==> src/hdl/ght_pkg.sv <==
// shared constants, types and helper functions for the generational handle table
package ght_pkg;

   localparam int SLOTS    = 64;
   localparam int SLOT_W   = (SLOTS > 1) ? $clog2(SLOTS) : 1;
   localparam int MODE_W   = 3;
   localparam int STATUS_W = 3;
   localparam int TAG_W    = 32;
   localparam int HANDLE_W = 32;
   localparam int GEN_W    = 16;
   localparam int INDEX_W  = 16;
   localparam int COUNT_W  = 7;
   localparam int ENTRY_W  = GEN_W + TAG_W;

   // operation codes
   localparam logic [MODE_W-1:0] MODE_ALLOC      = 3'd0;
   localparam logic [MODE_W-1:0] MODE_REGISTER   = 3'd1;
   localparam logic [MODE_W-1:0] MODE_LOOKUP     = 3'd2;
   localparam logic [MODE_W-1:0] MODE_UNREGISTER = 3'd3;
   localparam logic [MODE_W-1:0] MODE_CLEAR      = 3'd4;
   localparam logic [MODE_W-1:0] MODE_LIST       = 3'd5;

   // status codes
   localparam logic [STATUS_W-1:0] STAT_OK       = 3'd0;
   localparam logic [STATUS_W-1:0] STAT_FULL     = 3'd1;
   localparam logic [STATUS_W-1:0] STAT_RANGE    = 3'd2;
   localparam logic [STATUS_W-1:0] STAT_BUSY     = 3'd3;
   localparam logic [STATUS_W-1:0] STAT_NOTFOUND = 3'd4;
   localparam logic [STATUS_W-1:0] STAT_NOOBJ    = 3'd5;

   typedef enum logic [1:0] {
      S_IDLE,
      S_EXEC,
      S_SCAN,
      S_DRAIN
   } fsm_state_type;

   // controller to datapath
   typedef struct packed {
      logic take;   // latch the request beat
      logic exec;   // single-slot operation, clear, or empty list
      logic scan;   // list walk, one slot per cycle
   } cmd_type;

   // datapath to controller
   typedef struct packed {
      logic list_walk;  // request is a list of a non-empty table
      logic scan_end;   // walk is at the last slot
   } sts_type;

   typedef struct packed {
      logic              found;
      logic [SLOT_W-1:0] idx;
   } free_type;

   // lowest slot whose valid bit is clear
   function automatic free_type first_free(input logic [SLOTS-1:0] valid);
      free_type res;
      res.found = 1'b0;
      res.idx   = '0;
      for (int i = SLOTS - 1; i >= 0; i--) begin
         if (!valid[i]) begin
            res.found = 1'b1;
            res.idx   = SLOT_W'(i);
         end
      end
      return res;
   endfunction

endpackage

==> src/hdl/ght_ram.sv <==
// generic simple dual-port ram with registered read
module ght_ram #(
   parameter int WIDTH = 8,
   parameter int DEPTH = 16
) (
   input  logic                                      clock,
   input  logic                                      wr_en,
   input  logic [((DEPTH > 1) ? $clog2(DEPTH) : 1)-1:0] wr_addr,
   input  logic [WIDTH-1:0]                          wr_data,
   input  logic [((DEPTH > 1) ? $clog2(DEPTH) : 1)-1:0] rd_addr,
   output logic [WIDTH-1:0]                          rd_data
);

   logic [WIDTH-1:0] mem_ff [DEPTH];
   logic [WIDTH-1:0] rd_data_ff;

   always_ff @(posedge clock) begin
      if (wr_en) begin
         mem_ff[wr_addr] <= wr_data;
      end
      rd_data_ff <= mem_ff[rd_addr];
   end

   assign rd_data = rd_data_ff;

endmodule

==> src/hdl/ght_ctrl.sv <==
// sequencing state machine for the handle table
module ght_ctrl (
   input  logic              clock,
   input  logic              reset,
   input  logic              start,
   output logic              busy,
   input  ght_pkg::sts_type  sts,
   output ght_pkg::cmd_type  cmd
);

   ght_pkg::fsm_state_type state_ff, state_in;

   always_ff @(posedge clock) begin
      if (reset) begin
         state_ff <= ght_pkg::S_IDLE;
      end else begin
         state_ff <= state_in;
      end
   end

   always_comb begin
      state_in = state_ff;
      cmd      = '0;
      busy     = 1'b1;
      unique case (state_ff)
         ght_pkg::S_IDLE: begin
            busy = 1'b0;
            if (start) begin
               cmd.take = 1'b1;
               state_in = sts.list_walk ? ght_pkg::S_SCAN : ght_pkg::S_EXEC;
            end
         end
         ght_pkg::S_EXEC: begin
            cmd.exec = 1'b1;
            state_in = ght_pkg::S_IDLE;
         end
         ght_pkg::S_SCAN: begin
            cmd.scan = 1'b1;
            if (sts.scan_end) begin
               state_in = ght_pkg::S_DRAIN;
            end
         end
         ght_pkg::S_DRAIN: begin
            // last read of the walk comes back this cycle
            state_in = ght_pkg::S_IDLE;
         end
         default: begin
            state_in = ght_pkg::S_IDLE;
         end
      endcase
   end

endmodule

==> src/hdl/ght_dpath.sv <==
// slot storage, operation logic and result registers of the handle table
module ght_dpath (
   input  logic                             clock,
   input  logic                             reset,
   input  ght_pkg::cmd_type                 cmd,
   output ght_pkg::sts_type                 sts,
   input  logic [ght_pkg::MODE_W-1:0]       req_mode,
   input  logic [ght_pkg::TAG_W-1:0]        req_object_tag,
   input  logic [ght_pkg::HANDLE_W-1:0]     req_handle_in,
   output logic                             rsp_valid,
   output logic [ght_pkg::STATUS_W-1:0]     rsp_status,
   output logic [ght_pkg::HANDLE_W-1:0]     rsp_handle_out,
   output logic [ght_pkg::TAG_W-1:0]        rsp_tag_out,
   output logic [ght_pkg::COUNT_W-1:0]      rsp_entry_count,
   output logic                             rsp_item_valid,
   output logic                             rsp_last
);

   // latched request
   logic [ght_pkg::MODE_W-1:0]   mode_ff;
   logic [ght_pkg::TAG_W-1:0]    tag_ff;
   logic [ght_pkg::HANDLE_W-1:0] handle_ff;

   // table state
   logic [ght_pkg::SLOTS-1:0]    valid_ff, valid_in;
   logic [ght_pkg::COUNT_W-1:0]  count_ff, count_in;
   logic [ght_pkg::GEN_W-1:0]    next_gen_ff, next_gen_in;
   ght_pkg::free_type            free_ff;

   // list walk
   logic [ght_pkg::SLOT_W-1:0]   scan_ff;
   logic                         hit_ff;
   logic [ght_pkg::COUNT_W-1:0]  emit_ff;

   // result registers
   logic                         rsp_valid_ff;
   logic [ght_pkg::STATUS_W-1:0] rsp_status_ff;
   logic [ght_pkg::HANDLE_W-1:0] rsp_handle_ff;
   logic [ght_pkg::TAG_W-1:0]    rsp_tag_ff;
   logic [ght_pkg::COUNT_W-1:0]  rsp_count_ff;
   logic                         rsp_item_ff;
   logic                         rsp_last_ff;

   // operation results
   logic [ght_pkg::STATUS_W-1:0] res_status;
   logic [ght_pkg::HANDLE_W-1:0] res_handle;
   logic [ght_pkg::TAG_W-1:0]    res_tag;
   logic                         res_item;

   // ram port
   logic                         wr_en;
   logic [ght_pkg::SLOT_W-1:0]   wr_addr;
   logic [ght_pkg::ENTRY_W-1:0]  wr_data;
   logic [ght_pkg::SLOT_W-1:0]   rd_addr;
   logic [ght_pkg::ENTRY_W-1:0]  rd_data;
   logic [ght_pkg::GEN_W-1:0]    rd_gen;
   logic [ght_pkg::TAG_W-1:0]    rd_tag;

   // request decode
   logic [ght_pkg::INDEX_W-1:0]  req_idx;
   logic [ght_pkg::GEN_W-1:0]    req_gen;
   logic [ght_pkg::SLOT_W-1:0]   idx;
   logic                         in_range;
   logic                         slot_busy;
   logic                         tag_zero;

   assign req_idx   = handle_ff[ght_pkg::INDEX_W-1:0];
   assign req_gen   = handle_ff[ght_pkg::HANDLE_W-1 -: ght_pkg::GEN_W];
   assign idx       = req_idx[ght_pkg::SLOT_W-1:0];
   assign in_range  = (req_idx < ght_pkg::INDEX_W'(ght_pkg::SLOTS));
   assign slot_busy = in_range && valid_ff[idx];
   assign tag_zero  = (tag_ff == '0);
   assign rd_gen    = rd_data[ght_pkg::ENTRY_W-1 -: ght_pkg::GEN_W];
   assign rd_tag    = rd_data[ght_pkg::TAG_W-1:0];

   // read at the request slot while idle, at the walk position while listing
   assign rd_addr = cmd.scan ? scan_ff : req_handle_in[ght_pkg::SLOT_W-1:0];

   ght_ram #(
      .WIDTH (ght_pkg::ENTRY_W),
      .DEPTH (ght_pkg::SLOTS)
   ) u_slot_ram (
      .clock   (clock),
      .wr_en   (wr_en),
      .wr_addr (wr_addr),
      .wr_data (wr_data),
      .rd_addr (rd_addr),
      .rd_data (rd_data)
   );

   assign sts.list_walk = (req_mode == ght_pkg::MODE_LIST) && (count_ff != '0);
   assign sts.scan_end  = (scan_ff == ght_pkg::SLOT_W'(ght_pkg::SLOTS - 1));

   always_comb begin
      valid_in    = valid_ff;
      count_in    = count_ff;
      next_gen_in = next_gen_ff;
      wr_en       = 1'b0;
      wr_addr     = idx;
      wr_data     = {req_gen, tag_ff};
      res_status  = ght_pkg::STAT_OK;
      res_handle  = handle_ff;
      res_tag     = '0;
      res_item    = 1'b0;
      if (cmd.exec) begin
         case (mode_ff)
            ght_pkg::MODE_ALLOC: begin
               if (tag_zero) begin
                  res_status = ght_pkg::STAT_NOOBJ;
               end else if (!free_ff.found) begin
                  res_status = ght_pkg::STAT_FULL;
               end else begin
                  wr_en                 = 1'b1;
                  wr_addr               = free_ff.idx;
                  wr_data               = {next_gen_ff, tag_ff};
                  valid_in[free_ff.idx] = 1'b1;
                  count_in              = count_ff + 1'b1;
                  next_gen_in           = next_gen_ff + 1'b1;
                  res_handle            = {next_gen_ff, ght_pkg::INDEX_W'(free_ff.idx)};
               end
            end
            ght_pkg::MODE_REGISTER: begin
               if (tag_zero) begin
                  res_status = ght_pkg::STAT_NOOBJ;
               end else if (!in_range) begin
                  res_status = ght_pkg::STAT_RANGE;
               end else if (slot_busy) begin
                  res_status = ght_pkg::STAT_BUSY;
               end else begin
                  wr_en         = 1'b1;
                  valid_in[idx] = 1'b1;
                  count_in      = count_ff + 1'b1;
               end
            end
            ght_pkg::MODE_LOOKUP: begin
               if (!in_range) begin
                  res_status = ght_pkg::STAT_RANGE;
               end else if (slot_busy && (rd_gen == req_gen)) begin
                  res_tag  = rd_tag;
                  res_item = 1'b1;
               end else begin
                  res_status = ght_pkg::STAT_NOTFOUND;
               end
            end
            ght_pkg::MODE_UNREGISTER: begin
               if (tag_zero) begin
                  res_status = ght_pkg::STAT_NOOBJ;
               end else if (!in_range) begin
                  res_status = ght_pkg::STAT_RANGE;
               end else if (slot_busy && (rd_tag == tag_ff)) begin
                  valid_in[idx] = 1'b0;
                  count_in      = count_ff - 1'b1;
               end else begin
                  res_status = ght_pkg::STAT_NOTFOUND;
               end
            end
            ght_pkg::MODE_CLEAR: begin
               valid_in = '0;
               count_in = '0;
            end
            ght_pkg::MODE_LIST: begin
               // empty table: single closing result, defaults apply
            end
            default: begin
               res_status = ght_pkg::STAT_NOTFOUND;
            end
         endcase
      end
   end

   // control state
   always_ff @(posedge clock) begin
      if (reset) begin
         valid_ff     <= '0;
         count_ff     <= '0;
         next_gen_ff  <= '0;
         free_ff      <= '0;
         scan_ff      <= '0;
         hit_ff       <= 1'b0;
         emit_ff      <= '0;
         rsp_valid_ff <= 1'b0;
      end else begin
         valid_ff     <= valid_in;
         count_ff     <= count_in;
         next_gen_ff  <= next_gen_in;
         free_ff      <= ght_pkg::first_free(valid_ff);
         hit_ff       <= cmd.scan && valid_ff[scan_ff];
         rsp_valid_ff <= cmd.exec || hit_ff;
         if (cmd.take) begin
            scan_ff <= '0;
            emit_ff <= '0;
         end else begin
            if (cmd.scan) begin
               scan_ff <= scan_ff + 1'b1;
            end
            if (hit_ff) begin
               emit_ff <= emit_ff + 1'b1;
            end
         end
      end
   end

   // payload registers
   always_ff @(posedge clock) begin
      if (cmd.take) begin
         mode_ff   <= req_mode;
         tag_ff    <= req_object_tag;
         handle_ff <= req_handle_in;
      end
      if (cmd.exec) begin
         rsp_status_ff <= res_status;
         rsp_handle_ff <= res_handle;
         rsp_tag_ff    <= res_tag;
         rsp_count_ff  <= count_in;
         rsp_item_ff   <= res_item;
         rsp_last_ff   <= 1'b1;
      end else if (hit_ff) begin
         rsp_status_ff <= ght_pkg::STAT_OK;
         rsp_handle_ff <= handle_ff;
         rsp_tag_ff    <= rd_tag;
         rsp_count_ff  <= count_ff;
         rsp_item_ff   <= 1'b1;
         rsp_last_ff   <= ((emit_ff + 1'b1) == count_ff);
      end
   end

   assign rsp_valid       = rsp_valid_ff;
   assign rsp_status      = rsp_status_ff;
   assign rsp_handle_out  = rsp_handle_ff;
   assign rsp_tag_out     = rsp_tag_ff;
   assign rsp_entry_count = rsp_count_ff;
   assign rsp_item_valid  = rsp_item_ff;
   assign rsp_last        = rsp_last_ff;

endmodule

==> src/hdl/generational_handle_table_core.sv <==
// top level of the generational handle table: controller, datapath and checks
//
// usage
//  - a request beat (req_mode, req_object_tag, req_handle_in) is taken at a clock
//    edge where start is high and busy is low; busy stays high while it is worked on
//  - each result beat sits on the rsp_ ports for exactly one cycle with rsp_valid
//    high; rsp_last marks the final beat of a request. there is no back-pressure
//  - allocate, register, lookup, unregister, clear and unknown modes: one result
//    beat, registered at the end of the execute state; the next request can be
//    taken in the cycle the result shows
//  - list of a non-empty table walks every slot once, one slot read per cycle from
//    the single read port of the slot ram; result beats trail the walk through the
//    ram read and hit registers and then the result registers; an empty table
//    gives one closing beat like the single-slot operations
//  - the lowest free slot is kept in a register refreshed every cycle from the
//    valid bits, so allocate needs no search in its execute cycle
//  - reset clears valid bits, entry count, generation counter and the
//    controller; slot tags and generations are only read behind a valid bit, so
//    the ram needs no clearing pass and the block is ready right after reset
module generational_handle_table_core (
   input  logic                             clock,
   input  logic                             reset,
   input  logic                             start,
   output logic                             busy,
   input  logic [ght_pkg::MODE_W-1:0]       req_mode,
   input  logic [ght_pkg::TAG_W-1:0]        req_object_tag,
   input  logic [ght_pkg::HANDLE_W-1:0]     req_handle_in,
   output logic                             rsp_valid,
   output logic [ght_pkg::STATUS_W-1:0]     rsp_status,
   output logic [ght_pkg::HANDLE_W-1:0]     rsp_handle_out,
   output logic [ght_pkg::TAG_W-1:0]        rsp_tag_out,
   output logic [ght_pkg::COUNT_W-1:0]      rsp_entry_count,
   output logic                             rsp_item_valid,
   output logic                             rsp_last
);

   ght_pkg::cmd_type cmd;
   ght_pkg::sts_type sts;

   // sequencer: idle, execute, list walk, walk drain
   ght_ctrl u_ctrl (
      .clock (clock),
      .reset (reset),
      .start (start),
      .busy  (busy),
      .sts   (sts),
      .cmd   (cmd)
   );

   // slot state, operation decode and result registers
   ght_dpath u_dpath (
      .clock           (clock),
      .reset           (reset),
      .cmd             (cmd),
      .sts             (sts),
      .req_mode        (req_mode),
      .req_object_tag  (req_object_tag),
      .req_handle_in   (req_handle_in),
      .rsp_valid       (rsp_valid),
      .rsp_status      (rsp_status),
      .rsp_handle_out  (rsp_handle_out),
      .rsp_tag_out     (rsp_tag_out),
      .rsp_entry_count (rsp_entry_count),
      .rsp_item_valid  (rsp_item_valid),
      .rsp_last        (rsp_last)
   );

   // an accepted beat always makes the block busy in the next cycle
   a_accept_busy: assert property (@(posedge clock) disable iff (reset)
      (start && !busy) |=> busy)
      else $error("busy not raised after accept");

   // a result that shows while idle closes its request
   a_idle_last: assert property (@(posedge clock) disable iff (reset)
      (rsp_valid && !busy) |-> rsp_last)
      else $error("result beat shown while idle without last");

   // a carried tag only comes with a successful status
   a_item_ok: assert property (@(posedge clock) disable iff (reset)
      (rsp_valid && rsp_item_valid) |-> (rsp_status == ght_pkg::STAT_OK))
      else $error("item beat with failing status");

   // entry count never exceeds the table size
   a_count_max: assert property (@(posedge clock) disable iff (reset)
      rsp_valid |-> (rsp_entry_count <= ght_pkg::COUNT_W'(ght_pkg::SLOTS)))
      else $error("entry count above table size");

endmodule

==> config.mk <==
export PLATFORM = sky130hd
export DESIGN_NAME = generational_handle_table_core
export DESIGN_NICKNAME = d
export VERILOG_FILES = /design/src/hdl/ght_pkg.sv /design/src/hdl/ght_ram.sv /design/src/hdl/ght_ctrl.sv /design/src/hdl/ght_dpath.sv /design/src/hdl/generational_handle_table_core.sv
export SDC_FILE = /design/constraint.sdc
export NUM_CORES = 2
export LEC_CHECK = 0
export BUFFER_PORTS_ARGS = -buffer_cell sky130_fd_sc_hd__clkbuf_2
export CORE_UTILIZATION = 50
export CTS_BUF_LIST = sky130_fd_sc_hd__clkbuf_4 sky130_fd_sc_hd__clkbuf_8 sky130_fd_sc_hd__clkbuf_16
export CTS_CLUSTER_SIZE = 40
export DETAILED_ROUTE_END_ITERATION = 6
export HOLD_SLACK_MARGIN = 0.02
export PLACE_DENSITY = 0.63
export SETUP_SLACK_MARGIN = 0.02
export SLEW_MARGIN = 0
export SYNTH_ARGS = -nofsm -noshare
export SYNTH_HDL_FRONTEND = slang
export SYNTH_HIERARCHICAL = 1
export SYNTH_SLANG_ARGS = --single-unit
==> constraint.sdc <==
create_clock -name clock -period 16.4 [get_ports clock]
set_input_delay 3.28 -clock clock [delete_from_list [all_inputs] [get_ports clock]]
set_output_delay 3.28 -clock clock [all_outputs]
set_load 0.03 [all_outputs]
==> metrics.md <==
| Metric | Value |
|---|---|
| Max-cap viol count | 0 |
| Power density relative to cell area | 123 nW/µm² |
| Std cell rows | 188 |
| Vias after detailed routing | 72800 |
| Maximum VDD drop | 0.0980 mV |
| Area share of the largest cell type after synthesis | 73.2% |
| Nature of the critical path endpoint | register |
| I/O pin cnt | 148 |
| Buffers on Ports | 147 |
| Gr ovfl total | 0 |
| Kind of critical path | reg -> reg |
| Share of post-route cells with drive strength above 1 | 25.6% |
| WL final | 401 mm |
| Height of the die | 516 µm |
| Final Hold Vio Count | 0 |
| Placed insts | 10100 |
| Reg area | 99700 µm² |
| Number of filler instances in the final layout | 19300 |
| Proportion of register bits with asynchronous set or reset after synthesis | 0% |
| Cell area after synthesis | 132000 µm² |
| Max frequency | 0.135 GHz |
| First-pass GRT wire length | 551 mm |
| Avg Synthesized Cell Area | 19.8 µm² |
| DRT antenna net count | 0 |
| Overall Global Routing Usage | 30.0% |
| Number of enable flip-flop cells after synthesis | 3214 |
| Status | finished, violations left |
| Most area-hungry cell type in the Yosys netlist | sky130_fd_sc_hd__edfxtp_1 |
| Worst slew margin relative to its limit | 5.69% |
| Leading cell type in the layout, fill and taps excluded | sky130_fd_sc_hd__edfxtp_1 |
| Slew Limit Fails | 0 |
| Number of warning messages in the yosys log | 6 |
| Number of vias per cell | 6.76 |
| Yosys reg bits | 3374 |
| Cell count after synthesis | 6663 |
| Insertion delay to the later sink of the worst-skew pair | 0.88 ns |
| Number of CTS-inserted buffers | 347 |
| H-tree levels | 5 |
| Post-route DRC | 6 |
| Pin count of the biggest net entering global routing | 101 |
| Share of the yosys chip area belonging to registers | 75.6% |
| Antenna violations before repair | 18 |
| CTS Root Cell | sky130_fd_sc_hd__clkbuf_16 |
| Effective utilization at floorplan | 50.3% |
| Most frequent cells in the layout | 3214 x sky130_fd_sc_hd__edfxtp_1, 696 x sky130_fd_sc_hd__mux4_2, 352 x sky130_fd_sc_hd__clkbuf_16, 276 x sky130_fd_sc_hd__nand2_1, 230 x sky130_fd_sc_hd__buf_4 |
| Die Footprint | 266000 µm² |
| Largest buffer count on any clock path | 4 |
| Die Width | 516 µm |
| Nets@finish | 7059 |
| Max Fanout on Critical Path | 66 |
| Area growth syn-to-layout | 12.8% |
| Number of nets produced by synthesis | 6739 |
| Number of buffers inserted by hold repair at cts | 0 |
| Area contributors post-synth | sky130_fd_sc_hd__edfxtp_1 73%, sky130_fd_sc_hd__mux4_2 12%, sky130_fd_sc_hd__dfxtp_1 2.4%, sky130_fd_sc_hd__mux2i_1 1.7%, sky130_fd_sc_hd__nand2_1 0.84% |
| Area taken by multi-input logic gates | 30700 µm² |
| Worst setup skew after layout | 0.0550 ns |
| Dpl hpwl | 220 mm |
| Post-CTS Setup Repair Bufs | 0 |
| Setup_tns | 0 ns |
| P_leak | 47.0 nW |
| WP data arrival | 7.86 ns |
| Number of setup violations in the final report | 0 |
| Cts repair resizes | 0 |
| Placeable core region | 262000 µm² |
| Number of global-route vias before repair | 69600 |
| Unrepaired setup endpoints after global routing | no |
| Clock sink count | 3374 |
| Clock slew at the register clock pins of the worst setup and hold paths | 0.06 ns |
| First-pass iteration count of the detailed router | 7 |
| Min Tclk post-route | 7.41 ns |
| Most instantiated flip-flop cell in the synthesis netlist | sky130_fd_sc_hd__edfxtp_1 |
| DR WL/cell | 37.2 µm |
| CTS tree | done |
| Class of the most critical hold timing path | reg -> reg |
| Synth unique cells | 87 |
| Failing checks | design-rule violations |
| Pin slew with the least headroom to its limit | 1.41 ns |
| Worst-case hold slack | 0.498 ns |
| Tcrit/Tclk final | 45.2% |
| Required arrival time at the worst endpoint | 16.85 ns |
| DRC violation total after the first TritonRoute iteration | 11200 |
| Count of placed standard cells in the final layout, fillers left out | 10800 |
| Weighted congestion at the end of routability-driven global placement | 0.892 |
| Kind of start point of the critical path | register |
## per-layer routing
metal | share of wire (%) | GRT usage (%) | routed length [µm] | vias up
li1 | - | - | - | 28300
met1 | 38 | 42.6 | 152000 | 38800
met2 | 46 | 45.4 | 183000 | 4841
met3 | 12 | 6.63 | 48300 | 855
met4 | 4.3 | 11.6 | 17400 | 2
met5 | 0.0032 | 0 | 13 | -
## final timing paths
kind	from	to	slack, ns	depth (start not counted)
max	u_dpath/tag_ff[18]	u_dpath/u_slot_ram/mem_ff[24][19]	8.99	11
max reg2reg	u_dpath/tag_ff[18]	u_dpath/u_slot_ram/mem_ff[24][19]	8.99	11
min reg2reg	u_ctrl/state_ff[0]	u_ctrl/state_ff[0]	0.50	1
min	u_ctrl/state_ff[0]	u_ctrl/state_ff[0]	0.50	1
## metrics by stage
step | power, mW | cell area, µm² | worst slack [ns] | util [%]
5_1_grt | 18.7 | 149000 | 8.94 | 56.7
4_1_cts | 18.4 | 149000 | 9.36 | 56.7
3_3_place_gp | 10.6 | 137000 | 8.42 | 52.4
2_1_floorplan | 10.3 | 132000 | 9.17 | -
6_report | 18.3 | 149000 | 8.99 | 56.7
3_5_place_dp | 10.6 | 137000 | 8.43 | 52.4
## cell families (layout without fill, tap and decap cells)
| group | after synthesis | after routing | synth area share [%] |
|---|---|---|---|
| flops | 3374 | 3374 | 75.6 |
| mux | 996 | 996 | 14.2 |
| simple gates | 955 | 955 | 3.58 |
| compound gates | 817 | 817 | 4.29 |
| buf+inv | 440 | 1037 | 1.72 |
| xor+xnor | 75 | 75 | 0.498 |
| fa+ha+maj | 6 | 6 | 0.0569 |
| other cells | 0 | 7 | 0 |
## state kept, by name, indices dropped and copies added (netlist names), 3 cells and up
signal / count
u_dpath/next_gen_ff: 16
u_dpath/emit_ff: 7
u_dpath/u_slot_ram/rd_data: 48
u_dpath/mode_ff: 3
u_dpath/rsp_entry_count: 7
u_dpath/rsp_status: 3
u_dpath/valid_ff: 64
u_dpath/scan_ff: 6
u_dpath/handle_ff: 32
u_dpath/u_slot_ram/mem_ff: 3072
u_dpath/tag_ff: 32
u_dpath/rsp_tag_out: 32
u_dpath/free_ff: 7
u_dpath/count_ff: 7
u_dpath/rsp_handle_out: 32
## power breakdown
group          leakage, nW  switching, mW  internal, mW
sequential            30.3         0.0632          9.49
combinational         11.1          0.602         0.288
clock                 5.66           3.27          4.58
total                 47.0           3.94          14.4
## worst max-delay path: stages (launching register included)
cell and delay, ns:
sky130_fd_sc_hd__edfxtp_1 0.36, sky130_fd_sc_hd__buf_4 0.31, sky130_fd_sc_hd__nor4_1 1.05, sky130_fd_sc_hd__nand4_1 0.53
sky130_fd_sc_hd__or2_2 0.52, sky130_fd_sc_hd__nand4_1 0.12, sky130_fd_sc_hd__buf_4 0.43, sky130_fd_sc_hd__nand2_1 0.10
sky130_fd_sc_hd__nand2_1 0.49, sky130_fd_sc_hd__nand3b_1 0.78, sky130_fd_sc_hd__nor2_4 1.23, sky130_fd_sc_hd__buf_4 0.90
## layout make-up
type                       instances  share of cell area (%)
sequential                      3374                    67.0
clock buffer                     439                    6.44
inverter                          30                  0.0757
multi-input combinational       2849                    20.6
clock inverter                   187                    1.16
timing repair buffer             381                    1.71
antenna                            7                  0.0118
tap                             3515                    2.96
## cell usage after synthesis, drive strengths merged, types with 13 or more instances
library cell and count:
a211oi 44, a21oi 180, a221o 93, a22oi 81, a311o 17, and2 53, and3 33, buf 205
clkbuf 205, dfxtp 160, edfxtp 3214, inv 29, mux2 80, mux2i 220, mux4 696, nand2 295
nand2b 15, nand3 136, nand4 93, nor2 159, nor2b 31, nor3 34, nor3b 13, nor4 32
o211ai 22, o21ai 119, o221ai 40, o22a 17, o22ai 133, or2 22, or3 13, xor2 68
Power figures use the tool's default switching activity.
